### src/rtl/wdm_pkg.sv
`timescale 1ns / 1ps
// ----------------------------------------------------------------------------
// wdm_pkg - shared types and constants
// Field widths of the marker detector channels and the request record that
// travels from the front end through the queue to the back end.
// ----------------------------------------------------------------------------
package wdm_pkg;

    localparam int SYM_W       = 5;
    localparam int POS_W       = 32;
    localparam int CFG_W       = 5;
    localparam int QUEUE_DEPTH = 2;

    localparam logic [CFG_W-1:0] WIN_LEN_RESET = 5'd14;

    // One classified request: symbol already clamped into the alphabet.
    typedef struct packed {
        logic [SYM_W-1:0] sym;
        logic             first;
        logic             last;
    } t_op;

endpackage

### src/rtl/wdm_if.sv
`timescale 1ns / 1ps
// ----------------------------------------------------------------------------
// wdm_if - symbol and result channels
// Valid/ready channels carrying symbol requests in and marker results out.
// ----------------------------------------------------------------------------
interface wdm_sym_if import wdm_pkg::*; ();
    logic             valid;
    logic             ready;
    logic [SYM_W-1:0] symbol;
    logic             first;
    logic             last;

    modport source (output valid, symbol, first, last, input ready);
    modport sink   (input valid, symbol, first, last, output ready);
endinterface

interface wdm_res_if import wdm_pkg::*; ();
    logic             valid;
    logic             ready;
    logic             found;
    logic [POS_W-1:0] position;

    modport source (output valid, found, position, input ready);
    modport sink   (input valid, found, position, output ready);
endinterface

### src/rtl/wdm_front.sv
`timescale 1ns / 1ps
// ----------------------------------------------------------------------------
// wdm_front - request intake and classification
// Takes symbol requests while the queue has room and clamps the symbol into
// the alphabet before it is queued.
// ----------------------------------------------------------------------------
module wdm_front import wdm_pkg::*; #(
    parameter int ALPHABET = 26
) (
    wdm_sym_if.sink    i_sym,
    input  logic       i_q_full,
    output logic       o_q_push,
    output t_op        o_q_op
);

    // Letters beyond the alphabet fold onto its last letter.
    always_comb begin
        o_q_op.first = i_sym.first;
        o_q_op.last  = i_sym.last;
        if (32'(i_sym.symbol) >= ALPHABET) begin
            o_q_op.sym = SYM_W'(ALPHABET - 1);
        end else begin
            o_q_op.sym = i_sym.symbol;
        end
    end

    assign i_sym.ready = !i_q_full;
    assign o_q_push    = i_sym.valid && !i_q_full;

endmodule

### src/rtl/wdm_queue.sv
`timescale 1ns / 1ps
// ----------------------------------------------------------------------------
// wdm_queue - request queue between front and back end
// A small first-in first-out store so that intake and state update can stall
// independently of each other.
// ----------------------------------------------------------------------------
module wdm_queue import wdm_pkg::*; (
    input  logic i_clk,
    input  logic i_rst_n,
    input  logic i_push,
    input  t_op  i_op,
    output logic o_full,
    output logic o_valid,
    input  logic i_ready,
    output t_op  o_op
);

    localparam int PTR_W = $clog2(QUEUE_DEPTH);
    localparam int CNT_W = $clog2(QUEUE_DEPTH + 1);

    t_op              r_mem [QUEUE_DEPTH];
    logic [PTR_W-1:0] r_wr_ptr, n_wr_ptr;
    logic [PTR_W-1:0] r_rd_ptr, n_rd_ptr;
    logic [CNT_W-1:0] r_count, n_count;
    logic             pop;

    assign o_full  = (r_count == CNT_W'(QUEUE_DEPTH));
    assign o_valid = (r_count != '0);
    assign o_op    = r_mem[r_rd_ptr];
    assign pop     = o_valid && i_ready;

    always_comb begin
        n_wr_ptr = r_wr_ptr;
        n_rd_ptr = r_rd_ptr;
        n_count  = r_count;
        if (i_push) begin
            n_wr_ptr = (r_wr_ptr == PTR_W'(QUEUE_DEPTH - 1)) ? '0 : r_wr_ptr + 1'b1;
        end
        if (pop) begin
            n_rd_ptr = (r_rd_ptr == PTR_W'(QUEUE_DEPTH - 1)) ? '0 : r_rd_ptr + 1'b1;
        end
        if (i_push && !pop) begin
            n_count = r_count + 1'b1;
        end else if (pop && !i_push) begin
            n_count = r_count - 1'b1;
        end
    end

    always_ff @(posedge i_clk) begin
        if (!i_rst_n) begin
            r_wr_ptr <= '0;
            r_rd_ptr <= '0;
            r_count  <= '0;
        end else begin
            r_wr_ptr <= n_wr_ptr;
            r_rd_ptr <= n_rd_ptr;
            r_count  <= n_count;
        end
    end

    always_ff @(posedge i_clk) begin
        if (i_push) begin
            r_mem[r_wr_ptr] <= i_op;
        end
    end

endmodule

### src/rtl/wdm_back.sv
`timescale 1ns / 1ps
// ----------------------------------------------------------------------------
// wdm_back - window state update and result register
// Keeps the symbol ring, per-letter counters and distinct count, applies one
// request per cycle unless a result waits, and registers the marker result.
// ----------------------------------------------------------------------------
module wdm_back import wdm_pkg::*; #(
    parameter int WINDOW_MAX = 16,
    parameter int ALPHABET   = 26
) (
    input  logic             i_clk,
    input  logic             i_rst_n,
    input  logic             i_cfg_wr_en,
    input  logic [CFG_W-1:0] i_cfg_wr_data,
    input  logic             i_q_valid,
    output logic             o_q_ready,
    input  t_op              i_q_op,
    wdm_res_if.source        o_res
);

    localparam int CNT_W = $clog2(WINDOW_MAX + 1);
    localparam int IDX_W = $clog2(WINDOW_MAX);

    logic [SYM_W-1:0] r_ring [WINDOW_MAX];
    logic [CNT_W-1:0] r_cnt  [ALPHABET];
    logic [CNT_W-1:0] cur_cnt [ALPHABET];
    logic [CNT_W-1:0] n_cnt  [ALPHABET];
    logic [ALPHABET-1:0] gained, lost;

    logic [CFG_W-1:0] r_win_len;
    logic [IDX_W-1:0] r_idx, cur_idx, n_idx;
    logic [CNT_W-1:0] r_dist, cur_dist, n_dist;
    logic [POS_W-1:0] r_seen, cur_seen, n_seen;
    logic             r_done, cur_done;

    logic [CNT_W-1:0] eff_len;
    logic [CNT_W:0]   ev_pos;
    logic [IDX_W-1:0] ev_addr;
    logic [SYM_W-1:0] old_sym;
    logic             evict, hit, ended, pop;

    logic             r_out_valid;
    logic             r_out_found;
    logic [POS_W-1:0] r_out_pos;

    assign o_q_ready = !r_out_valid || o_res.ready;
    assign pop       = i_q_valid && o_q_ready;

    // Zero acts as one, anything above the ring size as the ring size.
    always_comb begin
        if (r_win_len == '0) begin
            eff_len = CNT_W'(1);
        end else if (32'(r_win_len) > WINDOW_MAX) begin
            eff_len = CNT_W'(WINDOW_MAX);
        end else begin
            eff_len = CNT_W'(r_win_len);
        end
    end

    // A first request sees the cleared stream state.
    always_comb begin
        cur_idx  = i_q_op.first ? '0 : r_idx;
        cur_dist = i_q_op.first ? '0 : r_dist;
        cur_seen = i_q_op.first ? '0 : r_seen;
        cur_done = i_q_op.first ? 1'b0 : r_done;
        for (int i = 0; i < ALPHABET; i++) begin
            cur_cnt[i] = i_q_op.first ? '0 : r_cnt[i];
        end
    end

    // Slot of the symbol leaving the window, len places behind the write slot.
    always_comb begin
        evict = (cur_seen >= POS_W'(eff_len));
        if ((CNT_W + 1)'(cur_idx) >= (CNT_W + 1)'(eff_len)) begin
            ev_pos = (CNT_W + 1)'(cur_idx) - (CNT_W + 1)'(eff_len);
        end else begin
            ev_pos = (CNT_W + 1)'(cur_idx) + (CNT_W + 1)'(WINDOW_MAX)
                   - (CNT_W + 1)'(eff_len);
        end
        ev_addr = ev_pos[IDX_W-1:0];
        old_sym = r_ring[ev_addr];
    end

    // Each letter counter updates itself and reports whether it appeared in
    // or vanished from the window; at most one letter does either.
    always_comb begin
        logic dec, inc;
        dec = 1'b0;
        inc = 1'b0;
        for (int i = 0; i < ALPHABET; i++) begin
            dec = evict && (32'(old_sym) == i) && (cur_cnt[i] != '0);
            inc = (32'(i_q_op.sym) == i);
            n_cnt[i]  = cur_cnt[i] - CNT_W'(dec) + CNT_W'(inc);
            gained[i] = (cur_cnt[i] == '0) && (n_cnt[i] != '0);
            lost[i]   = (cur_cnt[i] != '0) && (n_cnt[i] == '0);
        end
    end

    always_comb begin
        n_dist = cur_dist + CNT_W'(|gained) - CNT_W'(|lost);
        n_seen = (cur_seen == '1) ? cur_seen : cur_seen + 1'b1;
        n_idx  = (cur_idx == IDX_W'(WINDOW_MAX - 1)) ? '0 : cur_idx + 1'b1;
        hit    = !cur_done && (n_seen >= POS_W'(eff_len)) && (n_dist == eff_len);
        ended  = !cur_done && !hit && i_q_op.last;
    end

    always_ff @(posedge i_clk) begin
        if (!i_rst_n) begin
            r_win_len <= WIN_LEN_RESET;
            r_idx     <= '0;
            r_dist    <= '0;
            r_seen    <= '0;
            r_done    <= 1'b0;
            for (int i = 0; i < ALPHABET; i++) begin
                r_cnt[i] <= '0;
            end
        end else if (i_cfg_wr_en) begin
            r_win_len <= i_cfg_wr_data;
            r_idx     <= '0;
            r_dist    <= '0;
            r_seen    <= '0;
            r_done    <= 1'b0;
            for (int i = 0; i < ALPHABET; i++) begin
                r_cnt[i] <= '0;
            end
        end else if (pop) begin
            r_idx  <= n_idx;
            r_dist <= n_dist;
            r_seen <= n_seen;
            r_done <= cur_done || hit || ended;
            for (int i = 0; i < ALPHABET; i++) begin
                r_cnt[i] <= n_cnt[i];
            end
        end
    end

    always_ff @(posedge i_clk) begin
        if (pop) begin
            r_ring[cur_idx] <= i_q_op.sym;
        end
    end

    always_ff @(posedge i_clk) begin
        if (!i_rst_n) begin
            r_out_valid <= 1'b0;
        end else if (pop && (hit || ended)) begin
            r_out_valid <= 1'b1;
        end else if (o_res.ready) begin
            r_out_valid <= 1'b0;
        end
    end

    always_ff @(posedge i_clk) begin
        if (pop && (hit || ended)) begin
            r_out_found <= hit;
            r_out_pos   <= hit ? n_seen : '0;
        end
    end

    assign o_res.valid    = r_out_valid;
    assign o_res.found    = r_out_found;
    assign o_res.position = r_out_pos;

endmodule

### src/rtl/window_distinct_marker_detector_core.sv
`timescale 1ns / 1ps
// ----------------------------------------------------------------------------
// window_distinct_marker_detector_core - sliding window marker detector
// Finds the first place in a symbol stream where the last window_len symbols
// are all different and reports its 1-based position, or reports that the
// stream ended without such a marker.
//
//   channel   dir  handshake        payload
//   i_sym     in   valid / ready    symbol[4:0], first, last
//   o_res     out  valid / ready    found, position[31:0]
//   i_cfg     in   wr_en only       wr_data[4:0] = window length
//
// Throughput is one symbol request per clock while the result side is not
// stalled. A taken request passes the request queue and the state update
// before its result is held in the output register. The state update loop
// (letter counters and distinct count) sets that rate.
// Reset is synchronous and active low; it restores a window length of 14 and
// an empty stream. The queue keeps intake running for two requests while the
// result side is stalled.
// ----------------------------------------------------------------------------
module window_distinct_marker_detector_core import wdm_pkg::*; #(
    parameter int WINDOW_MAX = 16,
    parameter int ALPHABET   = 26
) (
    input  logic             i_clk,
    input  logic             i_rst_n,
    input  logic             i_cfg_wr_en,
    input  logic [CFG_W-1:0] i_cfg_wr_data,
    wdm_sym_if.sink          i_sym,
    wdm_res_if.source        o_res
);

    // Front end to queue.
    logic q_push;
    logic q_full;
    t_op  q_in_op;

    // Queue to back end.
    logic q_valid;
    logic q_ready;
    t_op  q_out_op;

    // The front end only clamps the symbol and pushes while there is room.
    wdm_front #(
        .ALPHABET (ALPHABET)
    ) u_front (
        .i_sym    (i_sym),
        .i_q_full (q_full),
        .o_q_push (q_push),
        .o_q_op   (q_in_op)
    );

    // Decouples intake from the state update so either side can stall.
    wdm_queue u_queue (
        .i_clk   (i_clk),
        .i_rst_n (i_rst_n),
        .i_push  (q_push),
        .i_op    (q_in_op),
        .o_full  (q_full),
        .o_valid (q_valid),
        .i_ready (q_ready),
        .o_op    (q_out_op)
    );

    // The back end owns all stream state and the result register. A window
    // length write also clears the stream, so it lands there as well.
    wdm_back #(
        .WINDOW_MAX (WINDOW_MAX),
        .ALPHABET   (ALPHABET)
    ) u_back (
        .i_clk         (i_clk),
        .i_rst_n       (i_rst_n),
        .i_cfg_wr_en   (i_cfg_wr_en),
        .i_cfg_wr_data (i_cfg_wr_data),
        .i_q_valid     (q_valid),
        .o_q_ready     (q_ready),
        .i_q_op        (q_out_op),
        .o_res         (o_res)
    );

`ifndef SYNTH
    // The front end never pushes into a full queue.
    a_no_push_when_full: assert property (@(posedge i_clk) disable iff (!i_rst_n)
        q_push |-> !q_full)
        else $error("request pushed into a full queue");

    // A new result can only follow a request taken by the back end.
    a_result_from_pop: assert property (@(posedge i_clk) disable iff (!i_rst_n)
        $rose(o_res.valid) |-> $past(q_valid && q_ready))
        else $error("result appeared without a request");

    // Reset empties the result register.
    a_reset_clears_out: assert property (@(posedge i_clk)
        !i_rst_n |=> !o_res.valid)
        else $error("result valid after reset");
`endif

endmodule
### src/flat_wrapper.sv
// flat-port wrapper written by rule: the top's interface ports become plain ports
module window_distinct_marker_detector_core_flat import wdm_pkg::*;
#(
    parameter int WINDOW_MAX = 16,
    parameter int ALPHABET   = 26
)
  (i_clk, i_rst_n, i_cfg_wr_en, i_cfg_wr_data, i_sym_valid, i_sym_symbol, i_sym_first, i_sym_last, i_sym_ready, o_res_valid, o_res_found, o_res_position, o_res_ready);
  wdm_sym_if i_sym_i ();
  wdm_res_if o_res_i ();
  input  logic i_clk;
  input  logic i_rst_n;
  input  logic i_cfg_wr_en;
  input  logic [CFG_W-1:0] i_cfg_wr_data;
  input wire logic [$bits(i_sym_i.valid)-1:0] i_sym_valid;
  input wire logic [$bits(i_sym_i.symbol)-1:0] i_sym_symbol;
  input wire logic [$bits(i_sym_i.first)-1:0] i_sym_first;
  input wire logic [$bits(i_sym_i.last)-1:0] i_sym_last;
  output wire logic [$bits(i_sym_i.ready)-1:0] i_sym_ready;
  output wire logic [$bits(o_res_i.valid)-1:0] o_res_valid;
  output wire logic [$bits(o_res_i.found)-1:0] o_res_found;
  output wire logic [$bits(o_res_i.position)-1:0] o_res_position;
  input wire logic [$bits(o_res_i.ready)-1:0] o_res_ready;
  assign i_sym_i.valid = i_sym_valid;
  assign i_sym_i.symbol = i_sym_symbol;
  assign i_sym_i.first = i_sym_first;
  assign i_sym_i.last = i_sym_last;
  assign i_sym_ready = i_sym_i.ready;
  assign o_res_valid = o_res_i.valid;
  assign o_res_found = o_res_i.found;
  assign o_res_position = o_res_i.position;
  assign o_res_i.ready = o_res_ready;
  window_distinct_marker_detector_core #(.WINDOW_MAX(WINDOW_MAX), .ALPHABET(ALPHABET)) u_core (.i_clk(i_clk), .i_rst_n(i_rst_n), .i_cfg_wr_en(i_cfg_wr_en), .i_cfg_wr_data(i_cfg_wr_data), .i_sym(i_sym_i), .o_res(o_res_i));
endmodule
### config.mk
export PLATFORM = sky130hd
export DESIGN_NAME = window_distinct_marker_detector_core_flat
export DESIGN_NICKNAME = d
export VERILOG_FILES = /design/src/rtl/wdm_pkg.sv /design/src/rtl/wdm_if.sv /design/src/rtl/wdm_front.sv /design/src/rtl/wdm_queue.sv /design/src/rtl/wdm_back.sv /design/src/rtl/window_distinct_marker_detector_core.sv /design/src/flat_wrapper.sv
export SDC_FILE = /design/constraint.sdc
export NUM_CORES = 1
export LEC_CHECK = 0
export ABC_AREA = 1
export BUFFER_PORTS_ARGS = -buffer_cell sky130_fd_sc_hd__buf_4
export CAP_MARGIN = 20
export CORE_MARGIN = 4
export CORE_UTILIZATION = 25
export DETAILED_ROUTE_END_ITERATION = 10
export GPL_ROUTABILITY_DRIVEN = 0
export PLACE_DENSITY = 0.51
export SLEW_MARGIN = 20
export SYNTH_ARGS = -nofsm -noshare
export SYNTH_HDL_FRONTEND = slang
export SYNTH_SLANG_ARGS = --single-unit
### constraint.sdc
create_clock -name i_clk -period 12.9 [get_ports i_clk]
set_clock_uncertainty 0.1 [all_clocks]
set_input_delay 2.58 -clock i_clk [delete_from_list [all_inputs] [get_ports i_clk]]
set_output_delay 2.58 -clock i_clk [all_outputs]
set_load 0.03 [all_outputs]
==> results of run 1 <==
-- per-stage QoR --
stage / power (W) / instances
2_1_floorplan: 0.002805 / 2504
5_1_grt: 0.004744 / 3643
3_5_place_dp: 0.003342 / 3573
6_report: 0.004404 / 3643
4_1_cts: 0.004464 / 3643
3_3_place_gp: 0.003343 / 3573
-- cells in the final DEF, fill, tap and decap left out, drive strengths merged, types with 2 or more instances in the layout --
cell / n
inv: 442
nand2: 432
nor2: 405
edfxtp: 252
ha: 179
nand3: 147
o21ai: 92
a21oi: 71
xor2: 70
nand4: 70
buf: 65
dfxtp: 58
xnor2: 53
clkbuf: 52
nor3: 40
o22ai: 30
fa: 28
nor4: 22
clkinv: 13
or2: 8
a32o: 6
bufinv: 4
a21boi: 3
a31oi: 3
a22oi: 3
o22a: 3
and2: 2
nand3b: 2
o21bai: 2
-- metal layers --
metal	up-vias	routed length, µm	part of all wire	GRT usage
li1	8206	-	-	-
met5	-	0	0	0
met3	68	1875	0.036	0.01807
met1	7380	25280	0.48	0.1573
met2	247	24450	0.46	0.1995
met4	0	1153	0.022	0.03089
-- how the worst max path moves through the flow --
stage / from / endpoint / cells after the start
after detailed placement: flop / u_core.u_back.o_res.position[26] / 44
final: flop / u_core.u_back.o_res.position[20] / 41
after CTS: flop / u_core.u_back.o_res.position[26] / 44
after floorplan: flop / u_core.u_back.o_res.found / 47
after global placement: flop / u_core.u_back.o_res.position[26] / 43
after global routing: flop / u_core.u_back.o_res.position[26] / 41
-- state kept, by name, indices dropped and copies added, names as in the netlist, 2 cells and up, named ones only --
signal                        flops
u_core.u_back.r_win_len           5
u_core.u_back.r_ring             80
u_core.u_back.r_dist              5
u_core.u_back.r_cnt             130
u_core.u_queue.r_count            2
u_core.u_back.r_idx               4
u_core.u_queue.r_mem             14
u_core.u_back.r_seen             32
u_core.u_back.o_res.position     32
-- critical path: cells and delay by family, from the launching register on --
kind                       cells  cell delay [ns]
and+or+nand+nor               11             3.26
xor gates and xnor gates       3             0.49
buffers and inverters         11             2.15
adders and majority gates      7             2.02
AOI/OAI and AO/OA              9             1.51
DFF                            1             0.62
-- where the power goes --
group	internal, W	switching, W	leakage [nW]
Sequential	0.00132	0.0000480	3.08
Clock	0.000648	0.000449	0.613
Combinational	0.000583	0.00135	6.13
-- cell families (layout without fill, tap and decap cells) --
kind of cell             Yosys count  in the layout
AND/OR/NAND/NOR                 1130           1130
buffers and inverters            517            576
flip-flops                       310            310
AO/OA/AOI/OAI                    217            217
adder cells (fa/ha/maj)          207            207
XOR/XNOR                         123            123
-- cell type report --
cell class | instances | area, µm² | area share
inverters | 441 | 1665 | 0.07035
flip-flops and latches | 310 | 8728 | 0.3687
clock buffers | 52 | 1035 | 0.04371
multi-input cells | 1677 | 10180 | 0.4299
repair buffers | 65 | 488.0 | 0.02061
clock inverters | 18 | 227.7 | 0.009620
well taps | 1080 | 1351 | 0.05709
==> flow_metrics.tcl, run 1 <==
set metrics [dict create \
    outcome "finished clean" \
    critPathCaptureType "flop" \
    slew_violations 0 \
    timing.final.crit_share 0.8225 \
    clk_pin_slew_ns 0.06 \
    setup_tns_ns 0 \
    synth.avg_cell_area_um2 8.389 \
    ir_drop_mv 0.09508 \
    drt-total-wl_um 52760 \
    pre_cts_ws_ns 2.277 \
    grt_pass1_wl_um 84950 \
    maxCapViolCount 0 \
    fillCellCount 8912 \
    fin_nets 2758 \
    hold_violations 0 \
    worst_skew_pair.late_latency_ns 0.58 \
    grt_max_degree 78 \
    final_core_util 0.2838 \
    cts_root_buffer "clkbuf_16" \
    crit_path_start_kind "flop" \
    synth-adder-area-share 0.1333 \
    ys_seq_area_frac 0.4155 \
    ys_top_cells_by_area "edfxtp_1, ha_1, inv_1, nand2_1, nor2_1" \
    cts_tree "done" \
    synth-compound-area-share 0.05814 \
    final_layout_size_suffix_gt1_frac 0.08350 \
    synth-main-ff-cell "edfxtp_1" \
    htreeDepth 2 \
    whs_endpoint "u_core.u_queue.r_rd_ptr" \
    cts_hold_buf 0 \
    worstSetupPathType "flop to flop" \
    num_rows 106 \
    cts_setup_buffers 0 \
    fmax_mhz 94.25 \
    synthSimpleGateAreaFrac 0.2395 \
    crit_required_ns 13.02 \
    synth_commonest_cells "inv_1, nand2_1, nor2_1, edfxtp_1, ha_1" \
    arrival_ns 10.73 \
    fin_hold_ws_ns 0.3513 \
    worstHoldPathType "flop to flop" \
    port_buffers 51 \
    yosysMostFrequentCell "inv_1" \
    slew_headroom 0.3504 \
    dr.pass1.iters 5 \
    synth_cells 2504 \
    cellLeakagePower_nw 9.825 \
    start_util 0.2518 \
    final_area_um2 23670 \
    synthesis.area_um2 21010 \
    overflow 0 \
    antenna_found_initial 0 \
    worst-path-max-fanout 77 \
    worstMarginPinSlew_ns 0.9744 \
    clockBufferDepth 3 \
    synth.mux.area_fraction 0 \
    crit_top_cell "inv_1" \
    cts_made_buffers 39 \
    synth_top_family_by_area "simple AND/OR/NAND/NOR gates" \
    dieArea_um2 88720 \
    dpl_cell_area_um2 22410 \
    ff2ff_path_depth 41 \
    async_flop_share 0 \
    vias_per_cell 4.365 \
    synthXorXnorAreaFrac 0.05289 \
    yosysTopAreaCellShare 0.3603 \
    coreArea_um2 83420 \
    post_drt_wl_per_cell_um 14.48 \
    io_pins 52 \
    postCtsResizedCells 0 \
    holdPathStages 1 \
    dieWidth_um 297.9 \
    cp_slowest_stage_delay_ns 0.73 \
    setup_viol 0 \
    grt_pass1_vias 15670 \
    powerDensity_nw_per_um2 186.0 \
    hpwl_um 38250 \
    r2r-end "u_core.u_back.o_res.position[20]" \
    synth_seq_cells 310 \
    rrSetupSlack_ns 2.29 \
    synth_cell_types 57 \
    drc_errors 0 \
    synth_edf_count 252 \
    vias 15900 \
    period_minus_slack_ns 10.61 \
    crit_path_top_delay_cell "nor4_1" \
    layout_setup_ws_ns 2.290 \
    synthToLayoutAreaGrowth_pct 12.69 \
    rsz0062_at_grt "no" \
    track_usage 0.1178 \
    drtIter0Drc 941 \
    synth_largest_area_cell "edfxtp_1" \
    synth_fp_nets 2728 \
    hp-start "u_core.u_queue.r_rd_ptr" \
    ant_nets 0 \
    fp.dieH_um 297.9 \
    yosysWarnings 0 \
    cts.sinks 310 \
    n_antenna_cell 0 \
]
No activity file was read; power rests on OpenSTA's default activity.
==> run 2: changes to the inputs <==
Clock period 12.9 ns to 10.59 ns, I/O delays scaled along.
==> flow_metrics.tcl, run 2 (synthesis results as in run 1) <==
set metrics [dict create \
    layout_setup_ws_ns 0.8107 \
    ir_drop_mv 0.1060 \
    fmax_mhz 102.3 \
    critPathCaptureType "flop" \
    clk_pin_slew_ns 0.06 \
    hp-start "u_core.u_queue.r_rd_ptr" \
    cellLeakagePower_nw 9.882 \
    vias 16170 \
    powerDensity_nw_per_um2 229.4 \
    fp.dieH_um 297.9 \
    pwr-share-comb 0.435 \
    pre_cts_ws_ns 0.2889 \
    grt_pass1_vias 15960 \
    met1_length_um 25640 \
    final_layout_size_suffix_gt1_frac 0.08691 \
    slew_headroom 0.3087 \
    intPower_w 0.003191 \
    vias_per_cell 4.435 \
    num_rows 106 \
    dieArea_um2 88720 \
    hpwl_um 38470 \
    start_util 0.2518 \
    port_buffers 51 \
    fin_hold_ws_ns 0.3530 \
    antenna_found_initial 0 \
    overflow 0 \
    whs_endpoint "u_core.u_queue.r_rd_ptr" \
    p_sw_frac 0.4158 \
    crit_path_start_kind "flop" \
    track_usage 0.1202 \
    r2r-end "u_core.u_back.o_res.position[24]" \
    drtIter0Drc 952 \
    seqPwrFrac 0.306 \
    p_sw_w 0.002271 \
    cp_slowest_stage_delay_ns 0.48 \
    fillCellCount 8908 \
    cts_hold_buf 0 \
    routed-wl-met2_um 24750 \
    drt-total-wl_um 53730 \
    coreArea_um2 83420 \
    worstSetupPathType "flop to flop" \
    grt_pass1_wl_um 86680 \
    setup_tns_ns 0 \
    synthToLayoutAreaGrowth_pct 13.33 \
    rsz0062_at_grt "no" \
    reg_top3 "u_core.u_back.r_cnt x130, u_core.u_back.r_ring x80" \
    worst_skew_pair.late_latency_ns 0.57 \
    outcome "finished clean" \
    crit_path_top_delay_cell "dfxtp_2" \
    hold_violations 0 \
    most-common-layout-cells "inv_1, nand2_1, nor2_1" \
    period_minus_slack_ns 9.779 \
    clockBufferDepth 3 \
    n_antenna_cell 0 \
    cts_tree "done" \
    slew_violations 0 \
    rrSetupSlack_ns 0.81 \
    htreeDepth 2 \
    crit_required_ns 10.70 \
    power_frac_clock 0.258 \
    ff2ff_path_depth 44 \
    setup_viol 0 \
    fin_nets 2760 \
    dieWidth_um 297.9 \
    dr.pass1.iters 6 \
    timing.final.crit_share 0.9234 \
    ant_nets 0 \
    layout_commonest_cell "inv_1" \
    worstMarginPinSlew_ns 1.033 \
    cts_root_buffer "clkbuf_16" \
    cts.sinks 310 \
    grt_max_degree 69 \
    cts_made_buffers 39 \
    io_pins 52 \
    post_drt_wl_per_cell_um 14.74 \
    arrival_ns 9.89 \
    route.met3.wl_um 2225 \
    regMostFlops "u_core.u_back.r_cnt" \
    drc_errors 0 \
    worstHoldPathType "flop to flop" \
    worst-path-max-fanout 54 \
    largest_reg_flops 130 \
    top_layer_used "met4" \
    maxCapViolCount 0 \
    holdPathStages 1 \
]
-- run 2: cell count changes in the layout (fill, tap and decap cells not counted), moves of 2 or more --
cell / before / now
clkinv_1: 5 / 9
bufinv_16: 4 / 6
clkbuf_1: 12 / 5
clkinvlp_4: 0 / 2
-- run 2: critical path, delay by kind of cell (launching register included) --
family                   cells  cell delay [ns]
adder cells (fa/ha/maj)      8             2.35
flip-flops                   1             0.48
AO/OA/AOI/OAI                8             1.29
XOR/XNOR                     3             0.45
buffers and inverters        9             1.38
AND/OR/NAND/NOR             16             3.27
-- run 2: metrics by stage --
stage | util | area (µm²) | power (W) | instances
after detailed placement | 0.2690 | 22440 | 0.004081 | 3575
final | 0.2854 | 23810 | 0.005462 | 3646
after global placement | 0.2690 | 22440 | 0.004076 | 3575
after CTS | 0.2851 | 23790 | 0.005525 | 3646
after global routing | 0.2854 | 23810 | 0.005872 | 3646
after floorplan | - | 21010 | 0.003417 | 2504
-- run 2: metal layers --
metal,track usage,vias up
met5,0,-
met3,0.02062,69
met2,0.1999,276
met1,0.1625,7607
li1,-,8217
met4,0.03032,0
-- run 2: final cells by class --
| cell class | count | area (µm²) | area share |
|---|---|---|---|
| multi-input cells | 1677 | 10190 | 0.4283 |
| clock inverters | 24 | 301.5 | 0.01267 |
| inverters | 441 | 1665 | 0.06996 |
| clock buffers | 47 | 1047 | 0.04399 |
| flip-flops and latches | 310 | 8730 | 0.3667 |
| well taps | 1080 | 1351 | 0.05676 |
| repair buffers | 67 | 515.5 | 0.02165 |
-- run 2: how the worst max path moves through the flow --
stage	start	slack (ns)	cells after the start	to
after global routing	flop	0.05	44	u_core.u_back.o_res.position[24]
after detailed placement	flop	0.29	45	u_core.u_back.o_res.position[24]
after global placement	flop	0.43	45	u_core.u_back.o_res.position[24]
after floorplan	flop	2.06	47	u_core.u_back.o_res.found
final	flop	0.81	44	u_core.u_back.o_res.position[24]
after CTS	flop	0.26	45	u_core.u_back.o_res.position[24]
-- run 2: repair_timing --
item                       4_1_cts  5_1_grt
resized for setup                0        4
setup endpoints to repair        0       67
buffers inserted                 0        0
-- run 2: power groups by stage --
stage / clock (W) / sequential [W] / combinational, W
floorplan: 0 / 0.00176 / 0.00166
global placement: 0 / 0.00170 / 0.00238
detailed placement: 0 / 0.00170 / 0.00238
CTS: 0.00146 / 0.00167 / 0.00239
global route: 0.00150 / 0.00169 / 0.00268
finish: 0.00141 / 0.00167 / 0.00238
==> run 3: changes to the inputs <==
Settings changed: ABC_AREA 1 to default.
==> flow_metrics.tcl, run 3 <==
set metrics [dict create \
    async_flop_share 0 \
    cp_slowest_stage_delay_ns 0.64 \
    track_usage 0.1196 \
    ys_top_cells_by_area "edfxtp_1, ha_1, dfxtp_1, nand2_1, nor2_1" \
    drc_errors 0 \
    hpwl_um 35890 \
    slew_violations 0 \
    synth_commonest_cells "edfxtp_1, nand2_1, nor2_1, ha_1, inv_1" \
    largest_reg_flops 130 \
    cellLeakagePower_nw 9.547 \
    fin_nets 2245 \
    yosysWarnings 0 \
    timing.final.crit_share 0.9249 \
    worst-path-buf-inv 6 \
    cts_setup_buffers 0 \
    worstSetupPathType "flop to flop" \
    post_drt_wl_per_cell_um 16.67 \
    worst_skew_pair.late_latency_ns 0.57 \
    final_layout_size_suffix_gt1_frac 0.08488 \
    io_pins 52 \
    ys_seq_area_frac 0.4375 \
    worstHoldPathType "flop to flop" \
    setup_viol 0 \
    crit_required_ns 10.71 \
    coreArea_um2 79000 \
    fmax_mhz 102.1 \
    cts_root_buffer "clkbuf_16" \
    regMostFlops "u_core.u_back.r_cnt" \
    slew_headroom 0.3120 \
    synth_fp_nets 2220 \
    synth-main-ff-cell "edfxtp_1" \
    layout_commonest_cell "edfxtp_1" \
    yosysTopAreaCellShare 0.3793 \
    fillCellCount 8088 \
    powerDensity_nw_per_um2 231.1 \
    rsz0062_at_grt "no" \
    crit_top_cell "ha_1" \
    port_buffers 51 \
    cts.sinks 310 \
    overflow 0 \
    postCtsResizedCells 0 \
    arrival_ns 9.91 \
    critPathCaptureType "flop" \
    period_minus_slack_ns 9.795 \
    grt_max_degree 84 \
    worstMarginPinSlew_ns 1.031 \
    cts_tree "done" \
    outcome "finished clean" \
    clockBufferDepth 3 \
    dieArea_um2 84380 \
    dr.pass1.iters 5 \
    synth_seq_cells 310 \
    grt_pass1_vias 14700 \
    critPathTopFamily "simple AND/OR/NAND/NOR gates" \
    ant_nets 0 \
    synth_cells 1996 \
    start_util 0.2525 \
    grt_pass1_wl_um 82140 \
    drt-total-wl_um 51690 \
    synth.avg_cell_area_um2 9.995 \
    synth_edf_count 252 \
    final_core_util 0.2900 \
    vias 14570 \
    num_rows 103 \
    reg_top3 "u_core.u_back.r_cnt x130, u_core.u_back.r_ring x80" \
    most-common-layout-cells "edfxtp_1, nand2_1, nor2_1" \
    crit_path_start_kind "flop" \
    clk_pin_slew_ns 0.06 \
    maxCapViolCount 0 \
    htreeDepth 2 \
    dieWidth_um 290.5 \
    setup_tns_ns 0 \
    synthToLayoutAreaGrowth_pct 14.84 \
    fp.dieH_um 290.5 \
    vias_per_cell 4.700 \
    ir_drop_mv 0.1101 \
    cts_made_buffers 39 \
    yosysMostFrequentCell "edfxtp_1" \
    cts_hold_buf 0 \
    synth_largest_area_cell "edfxtp_1" \
    worst-path-max-fanout 33 \
    antenna_found_initial 0 \
    hold_violations 0 \
    synthesis.area_um2 19950 \
    synth_cell_types 68 \
    drtIter0Drc 953 \
    crit_path_top_delay_cell "mux2i_1" \
]
-- run 3: cell count changes in the layout (fill, tap and decap cells not counted), moves of 70 or more --
| cell | previous run | this run |
|---|---|---|
| nand3_1 | 146 | 25 |
| and3_1 | 0 | 106 |
| nand2_1 | 420 | 222 |
| inv_1 | 429 | 140 |
| and2_1 | 2 | 72 |
| nor2_1 | 360 | 190 |
-- run 3: kinds of logic after synthesis --
family | share of synthesized area
flops | 0.4375
compound gates | 0.08040
buf+inv | 0.04541
xor+xnor | 0.06359
fa+ha+maj | 0.1404
simple gates | 0.1938
mux | 0.03895
-- run 3: worst paths after layout --
check	from	to	slack, ns	depth (start not counted)
worst max-delay path	flop	u_core.u_back.o_res.position[30]	0.80	36
worst min-delay path	u_core.u_back.r_dist[0]	u_core.u_back.r_dist[0]	0.35	2
worst max register to register	flop	u_core.u_back.o_res.position[30]	0.80	36
worst min register to register	u_core.u_back.r_dist[0]	u_core.u_back.r_dist[0]	0.35	2
-- run 3: report_power, final --
| part | leakage [nW] | total, W | switching (W) | internal [W] |
|---|---|---|---|---|
| Sequential | 3.07 | 0.00170 | 0.000112 | 0.00159 |
| Clock | 0.664 | 0.00145 | 0.000543 | 0.000904 |
| Combinational | 5.81 | 0.00215 | 0.00140 | 0.000754 |
| Total | 9.55 | 0.00529 | 0.00205 | 0.00324 |
-- run 3: routing by layer --
| metal | global-route usage | up-vias | wire (µm) |
|---|---|---|---|
| met4 | 0.04130 | 0 | 1572 |
| met2 | 0.1994 | 323 | 24290 |
| met1 | 0.1588 | 7049 | 23430 |
| li1 | - | 7107 | - |
| met5 | 0 | - | 0 |
| met3 | 0.01811 | 95 | 2399 |
-- run 3: cell type report --
class	instances	area, µm²	share of cell area
Multi-Input combinational cell	1452	10380	0.4528
Inverter	141	529.3	0.02310
Clock buffer	45	1008	0.04401
Antenna cell	1	2.502	0.0001092
Clock inverter	25	364.1	0.01589
Timing Repair Buffer	77	590.6	0.02578
Tap cell	1050	1314	0.05734
Sequential cell	310	8728	0.3810
-- run 3: worst min-delay path: stages, from the launching register on --
cell	delay (ns)
dfxtp_1	0.30
nand2_1	0.05
a21oi_1	0.05
-- run 3: metrics by stage --
step           setup slack, ns  cell area [µm²]  power [W]  hold slack [ns]  std cells
2_1_floorplan          0.02838            19960   0.003162           0.3317       1996
3_3_place_gp            0.7836            21530   0.003845           0.3390       3030
3_5_place_dp            0.6273            21530   0.003876           0.3465       3030
4_1_cts                 0.5806            22900   0.005351           0.3539       3100
5_1_grt                0.05326            22910   0.005638           0.3817       3100
6_report                0.7954            22910   0.005294           0.3503       3101
